File: config.mk
export PLATFORM = sky130hd
export DESIGN_NAME = bounded_navigation_history_unit
export DESIGN_NICKNAME = d
export VERILOG_FILES = /design/src/hw/rtl/bnh_pkg.sv /design/src/hw/rtl/bnh_ram.sv /design/src/hw/rtl/bounded_navigation_history_unit.sv
export SDC_FILE = /design/constraint.sdc
export NUM_CORES = 1
export LEC_CHECK = 0
export BUFFER_PORTS_ARGS = -buffer_cell sky130_fd_sc_hd__buf_2
export CELL_PAD_IN_SITES_DETAIL_PLACEMENT = 0
export CELL_PAD_IN_SITES_GLOBAL_PLACEMENT = 1
export CORE_MARGIN = 4
export CORE_UTILIZATION = 30
export CTS_BUF_LIST = sky130_fd_sc_hd__clkbuf_8
export CTS_CLUSTER_DIAMETER = 200
export DETAILED_ROUTE_END_ITERATION = 16
export PLACE_DENSITY_LB_ADDON = 0.12
export SETUP_SLACK_MARGIN = 0.4
export SYNTH_ARGS = -nofsm -noshare
export SYNTH_HDL_FRONTEND = slang
export SYNTH_SLANG_ARGS = --single-unit
File: constraint.sdc
create_clock -name clk -period 23.7 [get_ports clk]
set_input_delay 3.555 -clock clk [delete_from_list [all_inputs] [get_ports clk]]
set_output_delay 3.555 -clock clk [all_outputs]
set_load 0.02 [all_outputs]
File: src/hw/rtl/bnh_pkg.sv
// ----------------------------------------------------------------------------
// bnh_pkg
// Shared types and constants for the bounded navigation history unit.
// ----------------------------------------------------------------------------
`timescale 1ns / 1ps

package bnh_pkg;

  // Default sizes handed to the top level
  localparam int DEPTH_DEF         = 16;
  localparam int POSITION_BITS_DEF = 32;

  // Limit register
  localparam int             CFG_W         = 5;
  localparam logic [CFG_W-1:0] MAX_ENTRIES_RST = 5'd16;

  // Operation codes carried by an item
  typedef enum logic [1:0] {
    KIND_ADD   = 2'd0,
    KIND_PREV  = 2'd1,
    KIND_NEXT  = 2'd2,
    KIND_FLUSH = 2'd3
  } kind_t;

  // Sequencer states
  typedef enum logic [2:0] {
    ST_IDLE,
    ST_TRIM,
    ST_SCAN,
    ST_PICK,
    ST_OUT
  } state_t;

endpackage

File: src/hw/rtl/bnh_ram.sv
// ----------------------------------------------------------------------------
// bnh_ram
// Generic single-write, single-read RAM with registered read data.
// ----------------------------------------------------------------------------
`timescale 1ns / 1ps

module bnh_ram #(
  parameter int WIDTH = 8,
  parameter int DEPTH = 16
) (
  input  logic                     clk,
  input  logic                     we,
  input  logic [$clog2(DEPTH)-1:0] waddr,
  input  logic [WIDTH-1:0]         wdata,
  input  logic [$clog2(DEPTH)-1:0] raddr,
  output logic [WIDTH-1:0]         rdata
);

  logic [WIDTH-1:0] mem [DEPTH];

  // Write port and registered read port
  always_ff @(posedge clk) begin
    if (we) begin
      mem[waddr] <= wdata;
    end
    rdata <= mem[raddr];
  end

endmodule

File: src/hw/rtl/bounded_navigation_history_unit.sv
// ----------------------------------------------------------------------------
// bounded_navigation_history_unit
// Back/forward history of position marks with a cursor, kept in a circular
// RAM and walked one entry per cycle by a small sequencer.
// ----------------------------------------------------------------------------
//  channel   direction  handshake                payload
//  in        input      in_valid / in_ready      kind, position, position_valid
//  out       output     out_valid / out_ready    moved, current_position,
//                                                current_valid, has_previous,
//                                                has_following, entry_count,
//                                                cursor_index
//  cfg       input      cfg_write_en (no wait)   cfg_write_data (max_entries)
//
// An accepted item passes through the walk (ST_SCAN), ST_PICK and ST_OUT to the
// result register; an add first passes ST_TRIM to drop entries over the limit.
// The walk reads one RAM entry per cycle through the shared slot adder and
// the single RAM read port.
// One item is in work at a time; the next item is taken while a result waits.
// A stalled result holds in the output register and holds the sequencer.
// Reset is synchronous; no clearing pass is needed.
// ----------------------------------------------------------------------------
`timescale 1ns / 1ps

module bounded_navigation_history_unit
  import bnh_pkg::*;
#(
  parameter int DEPTH         = DEPTH_DEF,
  parameter int POSITION_BITS = POSITION_BITS_DEF
) (
  input  logic                             clk,
  input  logic                             rst,
  input  logic                             in_valid,
  output logic                             in_ready,
  input  logic [1:0]                       kind,
  input  logic [POSITION_BITS-1:0]         position,
  input  logic                             position_valid,
  output logic                             out_valid,
  input  logic                             out_ready,
  output logic                             moved,
  output logic [POSITION_BITS-1:0]         current_position,
  output logic                             current_valid,
  output logic                             has_previous,
  output logic                             has_following,
  output logic [$clog2(DEPTH+1)-1:0]       entry_count,
  output logic [$clog2(DEPTH+1)-1:0]       cursor_index,
  input  logic                             cfg_write_en,
  input  logic [CFG_W-1:0]                 cfg_write_data
);

  localparam int AW   = $clog2(DEPTH);
  localparam int CNTW = $clog2(DEPTH + 1);
  localparam int CW   = $clog2(DEPTH + 2);
  localparam int SW   = CW + 1;
  localparam int LIMW = (CW > CFG_W) ? CW : CFG_W;
  localparam int RW   = POSITION_BITS + 1;

  // Control state
  state_t           state;
  state_t           state_next;
  kind_t            kind_q;
  logic [CW-1:0]    count;
  logic [CW-1:0]    cursor;
  logic [AW-1:0]    oldest;
  logic [CFG_W-1:0] max_entries;

  // Scan state
  logic [CW-1:0]    scan_idx;
  logic [CW-1:0]    rd_idx;
  logic             rd_pend;
  logic             before1;
  logic             before2;
  logic             at_cur;
  logic             after1;
  logic             after2;
  logic [CW-1:0]    last_before;
  logic [CW-1:0]    first_after;
  logic             moved_q;
  logic             hp_q;
  logic             hf_q;

  // Datapath nets
  logic             accept;
  logic             ram_we;
  logic [RW-1:0]    ram_q;
  logic [CW-1:0]    slot_idx;
  logic [SW-1:0]    slot_sum;
  logic [AW-1:0]    slot;
  logic [CFG_W-1:0] lim_src;
  logic [LIMW-1:0]  lim_ext;
  logic [CW-1:0]    lim;
  logic             over;
  logic [CW-1:0]    drop;
  logic [CW-1:0]    cursor_trim;
  logic             scan_more;
  logic             scan_done;
  logic [CW-1:0]    cursor_fin;
  logic             moved_fin;
  logic             hp_fin;
  logic             hf_fin;
  logic             out_free;
  logic             cur_in;

  assign accept    = in_valid && in_ready;
  assign out_free  = !out_valid || out_ready;
  assign scan_more = scan_idx < count;
  assign scan_done = !scan_more && !rd_pend;
  assign cur_in    = cursor < count;

  // Effective limit: the register, or the data being written, clamped at DEPTH
  always_comb begin
    lim_src = cfg_write_en ? cfg_write_data : max_entries;
    lim_ext = LIMW'(lim_src);
    if (lim_ext > LIMW'(DEPTH)) begin
      lim = CW'(DEPTH);
    end else begin
      lim = CW'(lim_ext);
    end
  end

  // Trim amounts
  assign over        = count > lim;
  assign drop        = count - lim;
  assign cursor_trim = (cursor > drop) ? (cursor - drop) : '0;

  // Shared slot adder: history index to RAM slot
  always_comb begin
    slot_sum = SW'(oldest) + SW'(slot_idx);
    if (slot_sum >= SW'(DEPTH)) begin
      slot = AW'(slot_sum - SW'(DEPTH));
    end else begin
      slot = AW'(slot_sum);
    end
  end

  // Final cursor and neighbor flags after the walk
  always_comb begin
    cursor_fin = cursor;
    moved_fin  = 1'b0;
    hp_fin     = before1;
    hf_fin     = after1;
    if (kind_q == KIND_PREV && before1) begin
      cursor_fin = last_before;
      moved_fin  = 1'b1;
      hp_fin     = before2;
      hf_fin     = at_cur || after1;
    end else if (kind_q == KIND_NEXT && after1) begin
      cursor_fin = first_after;
      moved_fin  = 1'b1;
      hp_fin     = before1 || at_cur;
      hf_fin     = after2;
    end
  end

  // Next state
  always_comb begin
    state_next = state;
    case (state)
      ST_IDLE: begin
        if (accept) begin
          state_next = (kind_t'(kind) == KIND_ADD) ? ST_TRIM : ST_SCAN;
        end
      end
      ST_TRIM: state_next = ST_SCAN;
      ST_SCAN: begin
        if (scan_done) begin
          state_next = ST_PICK;
        end
      end
      ST_PICK: state_next = ST_OUT;
      ST_OUT: begin
        if (out_free) begin
          state_next = ST_IDLE;
        end
      end
      default: state_next = ST_IDLE;
    endcase
  end

  // Sequencer outputs: handshake, RAM write, slot adder select
  always_comb begin
    in_ready = (state == ST_IDLE);
    ram_we   = 1'b0;
    slot_idx = cursor;
    if (cfg_write_en) begin
      slot_idx = drop;
    end else begin
      case (state)
        ST_IDLE: begin
          slot_idx = cursor;
          ram_we   = accept && (kind_t'(kind) == KIND_ADD);
        end
        ST_TRIM: slot_idx = drop;
        ST_SCAN: slot_idx = scan_idx;
        ST_PICK: slot_idx = cursor_fin;
        ST_OUT:  slot_idx = cursor;
        default: slot_idx = cursor;
      endcase
    end
  end

  // Mark store: payload with its valid bit on top
  bnh_ram #(
    .WIDTH (RW),
    .DEPTH (DEPTH)
  ) u_ram (
    .clk   (clk),
    .we    (ram_we),
    .waddr (slot),
    .wdata ({position_valid, position}),
    .raddr (slot),
    .rdata (ram_q)
  );

  // State register
  always_ff @(posedge clk) begin
    if (rst) begin
      state <= ST_IDLE;
    end else begin
      state <= state_next;
    end
  end

  // History registers, limit register and trim
  always_ff @(posedge clk) begin
    if (rst) begin
      count       <= '0;
      cursor      <= '0;
      oldest      <= '0;
      max_entries <= MAX_ENTRIES_RST;
    end else if (cfg_write_en) begin
      max_entries <= cfg_write_data;
      if (over) begin
        oldest <= slot;
        count  <= lim;
        cursor <= cursor_trim;
      end
    end else begin
      case (state)
        ST_IDLE: begin
          if (accept) begin
            if (kind_t'(kind) == KIND_ADD) begin
              count  <= cursor + CW'(1);
              cursor <= cursor + CW'(1);
            end else if (kind_t'(kind) == KIND_FLUSH) begin
              count  <= '0;
              cursor <= '0;
              oldest <= '0;
            end
          end
        end
        ST_TRIM: begin
          if (over) begin
            oldest <= slot;
            count  <= lim;
            cursor <= cursor_trim;
          end
        end
        ST_PICK: cursor <= cursor_fin;
        default: ;
      endcase
    end
  end

  // Walk the history one entry per cycle
  always_ff @(posedge clk) begin
    if (rst) begin
      rd_pend <= 1'b0;
    end else if (state == ST_SCAN) begin
      rd_pend <= scan_more;
    end else begin
      rd_pend <= 1'b0;
    end
  end

  always_ff @(posedge clk) begin
    if (accept) begin
      kind_q   <= kind_t'(kind);
      scan_idx <= '0;
      before1  <= 1'b0;
      before2  <= 1'b0;
      at_cur   <= 1'b0;
      after1   <= 1'b0;
      after2   <= 1'b0;
    end else if (state == ST_SCAN) begin
      if (scan_more) begin
        rd_idx   <= scan_idx;
        scan_idx <= scan_idx + CW'(1);
      end
      if (rd_pend && ram_q[RW-1]) begin
        if (rd_idx < cursor) begin
          before2     <= before1;
          before1     <= 1'b1;
          last_before <= rd_idx;
        end else if (rd_idx == cursor) begin
          at_cur <= 1'b1;
        end else begin
          after2 <= after1;
          after1 <= 1'b1;
          if (!after1) begin
            first_after <= rd_idx;
          end
        end
      end
    end else if (state == ST_PICK) begin
      moved_q <= moved_fin;
      hp_q    <= hp_fin;
      hf_q    <= hf_fin;
    end
  end

  // Result register
  always_ff @(posedge clk) begin
    if (rst) begin
      out_valid <= 1'b0;
    end else if (state == ST_OUT && out_free) begin
      out_valid <= 1'b1;
    end else if (out_ready) begin
      out_valid <= 1'b0;
    end
  end

  always_ff @(posedge clk) begin
    if (state == ST_OUT && out_free) begin
      moved            <= moved_q;
      current_position <= cur_in ? ram_q[POSITION_BITS-1:0] : '0;
      current_valid    <= cur_in && ram_q[RW-1];
      has_previous     <= hp_q;
      has_following    <= hf_q;
      entry_count      <= count[CNTW-1:0];
      cursor_index     <= cursor[CNTW-1:0];
    end
  end

endmodule

---- Word-level counts from Yosys, hierarchy flattened ----
Memories as Yosys holds them, arrays and structs flattened. A register that Yosys moved wholly into a read port is not among the register bits.
Index checks and enable logic that the tools add are counted.
storage, ports and cells
  flip-flop bits (word level) ............. 100
  RAM bits ................................ 528
  input port bits ......................... 45
  output and inout bits ................... 48
  word-level logic and storage cells ...... 132
  memories ................................ 1
operators by class
  add/subtract/negate cells ............... 6
  magnitude comparators ................... 7
  equality and inequality tests ........... 15
  multiplexer cells ....................... 39
  bitwise logic cells ..................... 5
  reductions and logical operators ........ 32
memories
  name       depth  bits a word  rd ports  clocked after Yosys merged registers in  write ports  line           text
  u_ram.mem  16     33           1         1                                        1            bnh_ram.sv:19  logic [WIDTH-1:0] mem [DEPTH];
operators by type and width
  cell                                                                   count
  5-bit two-way mux                                                      13
  5-bit one-hot mux with 3 select lines                                  2
  4-bit two-way mux                                                      6
  3-bit AND reduction                                                    6
  4-bit AND reduction                                                    4
  5-bit < comparator                                                     3
  3-bit one-hot mux with 5 select lines                                  1
  1-bit two-way mux                                                      11
  5-bit by 1-bit adder with 5-bit output, second input constant          2
  5-bit greater-than comparator                                          2
  5-bit one-hot mux with 2 select lines                                  1
  5-bit subtractor                                                       2
  3-bit two-way mux                                                      3
  1-bit logical AND                                                      8
  4-bit one-hot mux with 2 select lines                                  1
  4-bit by 5-bit adder with 6-bit output                                 1
  3-bit by 2-bit equality test with 1-bit output, second input constant  2
  6-bit by 5-bit >= comparator with 1-bit output, second input constant  1
  3-bit by 1-bit != test with 1-bit output, second input constant        2
  6-bit AND reduction                                                    1
  5-bit equality test                                                    1
  5-bit greater-than comparator, second input constant                   1
  1-bit NOT                                                              5
  2-bit equality test, second input constant                             2
  other kinds (18)                                                       23

---- Logic depth before layout (Yosys ltp) ----
  depth after elaboration ................. 12
  depth in mapped cells ................... 20
  depth with buffers taken out ............ 17

---- Modules after synthesis ----
A second synthesis with hierarchy kept.
second synthesis, totals
  cells, all modules ...................... 1314
  area, all modules ....................... 25645.8 µm²
by module, submodules not included
  module                           instances  cells each  area an instance (µm²)  sequential area each (µm²)
  bnh_ram                          1          864         20631.0                 16515.8
  bounded_navigation_history_unit  1          450         5014.8                  2662.6

---- Worst setup path after synthesis ----
OpenSTA, ideal clock, no wires.
  path type ............................... input-to-reg
  from .................................... input port cfg_write_en
  to ...................................... memory u_ram.mem[5][0] (netlist bit), enable pin
  setup time .............................. 464 ps
  arrival ................................. 9835 ps
  data required time ...................... 23236 ps
  setup slack ............................. 13401 ps
  stages on the path ...................... 18
  path buffers ............................ 4
  cells stage by stage .................... buf_1 > mux2i_1 > nor2b_1 > ha_1 > inv_1 > fa_1 > inv_1 > o21ai_0 > o21a_1 > o32ai_1 > o21ai_0 > inv_1 > fa_1 > clkbuf_1 > buf_1 > clkbuf_1 > nand3_1 > nor3_1
between the ends
  longest elaborated chain between the ends .. 9
  elaborated cells on any way between the ends .. 13
  classes of those cells .................. add/sub (3); order compare (2); mux (8)
RTL lines
  what                                                                                                           line                                                                            text
  from (decl)                                                                                                    bounded_navigation_history_unit.sv:46                                           input logic cfg_write_en,
  5-bit two-way mux                                                                                              -
  5-bit greater-than comparator                                                                                  bounded_navigation_history_unit.sv:113                                          if (lim_ext > LIMW'(DEPTH)) begin
  5-bit two-way mux                                                                                              bounded_navigation_history_unit.sv:113
  5-bit subtractor                                                                                               bounded_navigation_history_unit.sv:122                                          assign drop = count - lim;
  5-bit one-hot mux with 3 select lines                                                                          bounded_navigation_history_unit.sv:187                                          case (state)
  5-bit two-way mux                                                                                              bounded_navigation_history_unit.sv:184                                          if (cfg_write_en) begin
  4-bit by 5-bit adder with 6-bit output                                                                         bounded_navigation_history_unit.sv:127                                          slot_sum = SW'(oldest) + SW'(slot_idx);
  6-bit by 5-bit >= comparator with 1-bit output or 4-bit by 1-bit subtractor with 4-bit output (tied branches)  bounded_navigation_history_unit.sv:128, bounded_navigation_history_unit.sv:129
  4-bit two-way mux                                                                                              bounded_navigation_history_unit.sv:128                                          if (slot_sum >= SW'(DEPTH)) begin
  to (decl)                                                                                                      bnh_ram.sv:19
Several ways; a longest one is shown, not always the timed one.

---- Worst setup path after layout ----
  from .................................... input port cfg_write_en
  to ...................................... memory u_ram.mem[13][24] (netlist bit), enable pin
The elaborated chain is that of the path after synthesis.

==> metrics <==
largest net degree at the start of global routing=between 50 and 60; die height=302 um; core area=85400 sq um; HPWL after detailed placement=36800 um; Synth cell types=60; final antenna-violating net count=0; RSZ-0062 raised after global routing=false; Max Cap Viol=0; Hold Buf Count CTS=0; vias in the first global route=between 10000 and 15000; Reg-to-Reg Start=state[2]; Clock Tree Buf Depth=3; Post-synth ARST share=0%; f_max=101 MHz; synth cell count leaders=594 x edfxtp_1, 132 x mux4_2, 67 x dfxtp_1; WP data required=roughly 24 ns; Yosys reg bits=approximately 660; Post-synth top flop=edfxtp_1; Hold Vio Cnt, Final=0; # setup viols final=0; register area share after synthesis=73.9%; Setup WS pre-CTS=around 13 ns; Buffers on Ports=92; drt wl/cell=23.0 um; Slew Limit Headroom=24.2%; Syn Inst Count=1372; area leader, netlist=edfxtp_1; flop-to-flop setup slack=16.92 ns; Leakage Power=10.1 nW; drt pass-1 iters=4; GRT overflow=0; final net count=between 1500 and 2000; VDD IR-drop max=between 40 and 50 uV; critical path fanouts, max=a little under 60; Initial Util=30.4%; io pins=93; Cells on Worst Hold Path=0; Mapped Nets=about 1500; met1 Use GR=between 10% and 20%; Slew Viols, Final=0; grt met2 use=22.6%; DR vias=13100; hold wc startpoint=hp_q; Overall Global Routing Usage=between 10% and 20%; H-tree depth=3; Root Buffer Master=clkbuf_8; synth warn=0; final design utilization=roughly 35%; P&R area growth vs syn=16.8%; gr busiest metal=met2; initial antenna violation count=5; Clock Skew=between 0.03 and 0.04 ns; met3 usage=2.88%; number of synthesized flops with an enable pin=594; CTS clk-pin slew, worst paths=around 0.060 ns; drt via density=4.67; first-pass GRT wire length=95000 um; share of the synthesized area in the top cell type=between 60% and 70%; Final min period=just under 10 ns; final worst setup slack=13.84 ns; status=finished clean; cts repair resizes=0; startpoint types=input port; fraction of layout cells with a size suffix above 1=28.7%; setup_tns=0 ns; CP arrival=10.21 ns; WL final=64100 um; row count=107; Setup crit end kind=flop; Fillers=8250; Worst R2R Path Depth=16; capturing point of the worst reg2reg path=u_ram.mem[13][24]; Worst-Skew Late Latency=0.72 ns; Final period util=a little over two fifths; syn_area_per_cell=between 15 and 20 sq um; gpl congestion=0.774; post-CTS setup buffers=0; CTS tree=done; Hold Crit Class=flop to flop; full die area=between 90000 and 100000 sq um; Initial DRC Count=681; Hold EP=has_previous; critical path start-end classification=input port to flop; most area-consuming cells after synthesis=edfxtp_1 69%, mux4_2 11%, dfxtp_1 5.2%; most frequent cell after synthesis=edfxtp_1; Residual DRC=0; pwr/cell area=103 nW/um^2; clk sinks=approximately 660; Post-Synthesis Cell Area=25900 sq um; Die Wd=302 um; Least-Margin Pin Slew=1.13 ns; cts bufs inserted=~120
[report_power, final]
part	internal [W]	switching (W)	total [W]
combinational	0.000317	0.000408	0.000726
sequential	0.00133	0.0000286	0.00136
clock	0.000560	0.000470	0.00103
[stage by stage]
| stage | total power, W | hold WS [ns] | cells | cell area, sq um |
|---|---|---|---|---|
| floorplan | 0.00190 | 0.400 | 1372 | 25900 |
| global placement | 0.00214 | 0.407 | 2572 | 28000 |
| detailed placement | 0.00213 | 0.420 | 2572 | 28000 |
| CTS | 0.00319 | 0.416 | 2790 | 30300 |
| global route | 0.00330 | 0.416 | 2791 | 30300 |
| finish | 0.00312 | 0.410 | 2794 | 30300 |
[per-layer routing]
metal | part of all wire (%) | routed length, um | vias to the layer above
li1 | - | - | 5887
met1 | 47 | 30300 | 6844
met2 | 47 | 30100 | 238
met3 | 4.3 | 2740 | 85
met4 | 1.6 | 1020 | 2
met5 | 0.020 | 13 | -
[how the worst max path moves through the flow]
stage	cells after the start	from	endpoint	slack (ns)
after floorplan	18	cfg_write_en	u_ram.mem[5][0]	13.40
after global placement	17	cfg_write_en	u_ram.mem[13][25]	13.10
after detailed placement	17	cfg_write_en	u_ram.mem[13][30]	12.98
after CTS	17	cfg_write_en	u_ram.mem[13][27]	13.76
after global routing	17	cfg_write_en	u_ram.mem[13][27]	13.36
final	17	cfg_write_en	u_ram.mem[13][24]	13.84
[state kept, by name, summed over array words and instances, names as in the netlist, 5 cells and up]
signal and count:
u_ram.mem 528, cursor_index 5, scan_idx 5, max_entries 5, u_ram.rdata 33, entry_count 5
first_after 5, count 5, rd_idx 5, last_before 5, current_position 32, cursor 5
[layout by cell type, fill, tap and decap left out, drive strengths merged, types with 5 or more instances in the layout]
master  instances
nand2          21
o21ai          21
buf           124
xnor2           9
nor2           62
a211oi         36
nor2b          40
inv            76
o22ai           7
o211ai          5
nand3          11
ha             30
a31oi           6
nor3           14
clkbuf        134
nand2b          9
and2           35
o21a            5
clkinv         37
mux4          132
dfxtp          67
a21o            5
mux2i          40
a21oi          61
edfxtp        594
[worst max-delay path, stage by stage]
cell and delay (ns):
buf_2 0.41, mux2i_1 0.51, nor2b_1 0.26, ha_1 0.19, inv_1 0.06, fa_1 0.58, inv_1 0.09, o21ai_0 0.16
o21a_1 0.15, o32ai_1 0.07, o21ai_0 0.34, inv_1 0.11, fa_4 1.20, buf_4 0.87, nand3_1 0.51, nor2_4 0.55
buf_4 0.52
[layout make-up]
class / count / area [sq um] / share of cell area, %
Multi-Input combinational cell: 607 / 6510 / 21.5
Clock inverter: 84 / 484 / 1.60
Tap cell: 1144 / 1430 / 4.73
Clock buffer: 134 / 1840 / 6.09
Antenna cell: 4 / 10.0 / 0.0330
Sequential cell: 661 / 19200 / 63.3
Timing Repair Buffer: 124 / 701 / 2.31
Inverter: 36 / 135 / 0.446
[cells by family (layout without fill, tap and decap cells)]
kind of cell	Yosys count	after routing	share of synthesized area (%)
AO/OA/AOI/OAI	177	177	4.99
XOR/XNOR	13	13	0.439
adder cells (fa/ha/maj)	33	33	1.68
buffers and inverters	104	378	1.67
flip-flops	661	661	73.9
multiplexers	174	174	13.1
other	0	4	0
AND/OR/NAND/NOR	210	210	4.22
Note: power is estimated with default switching activity, not from simulation.
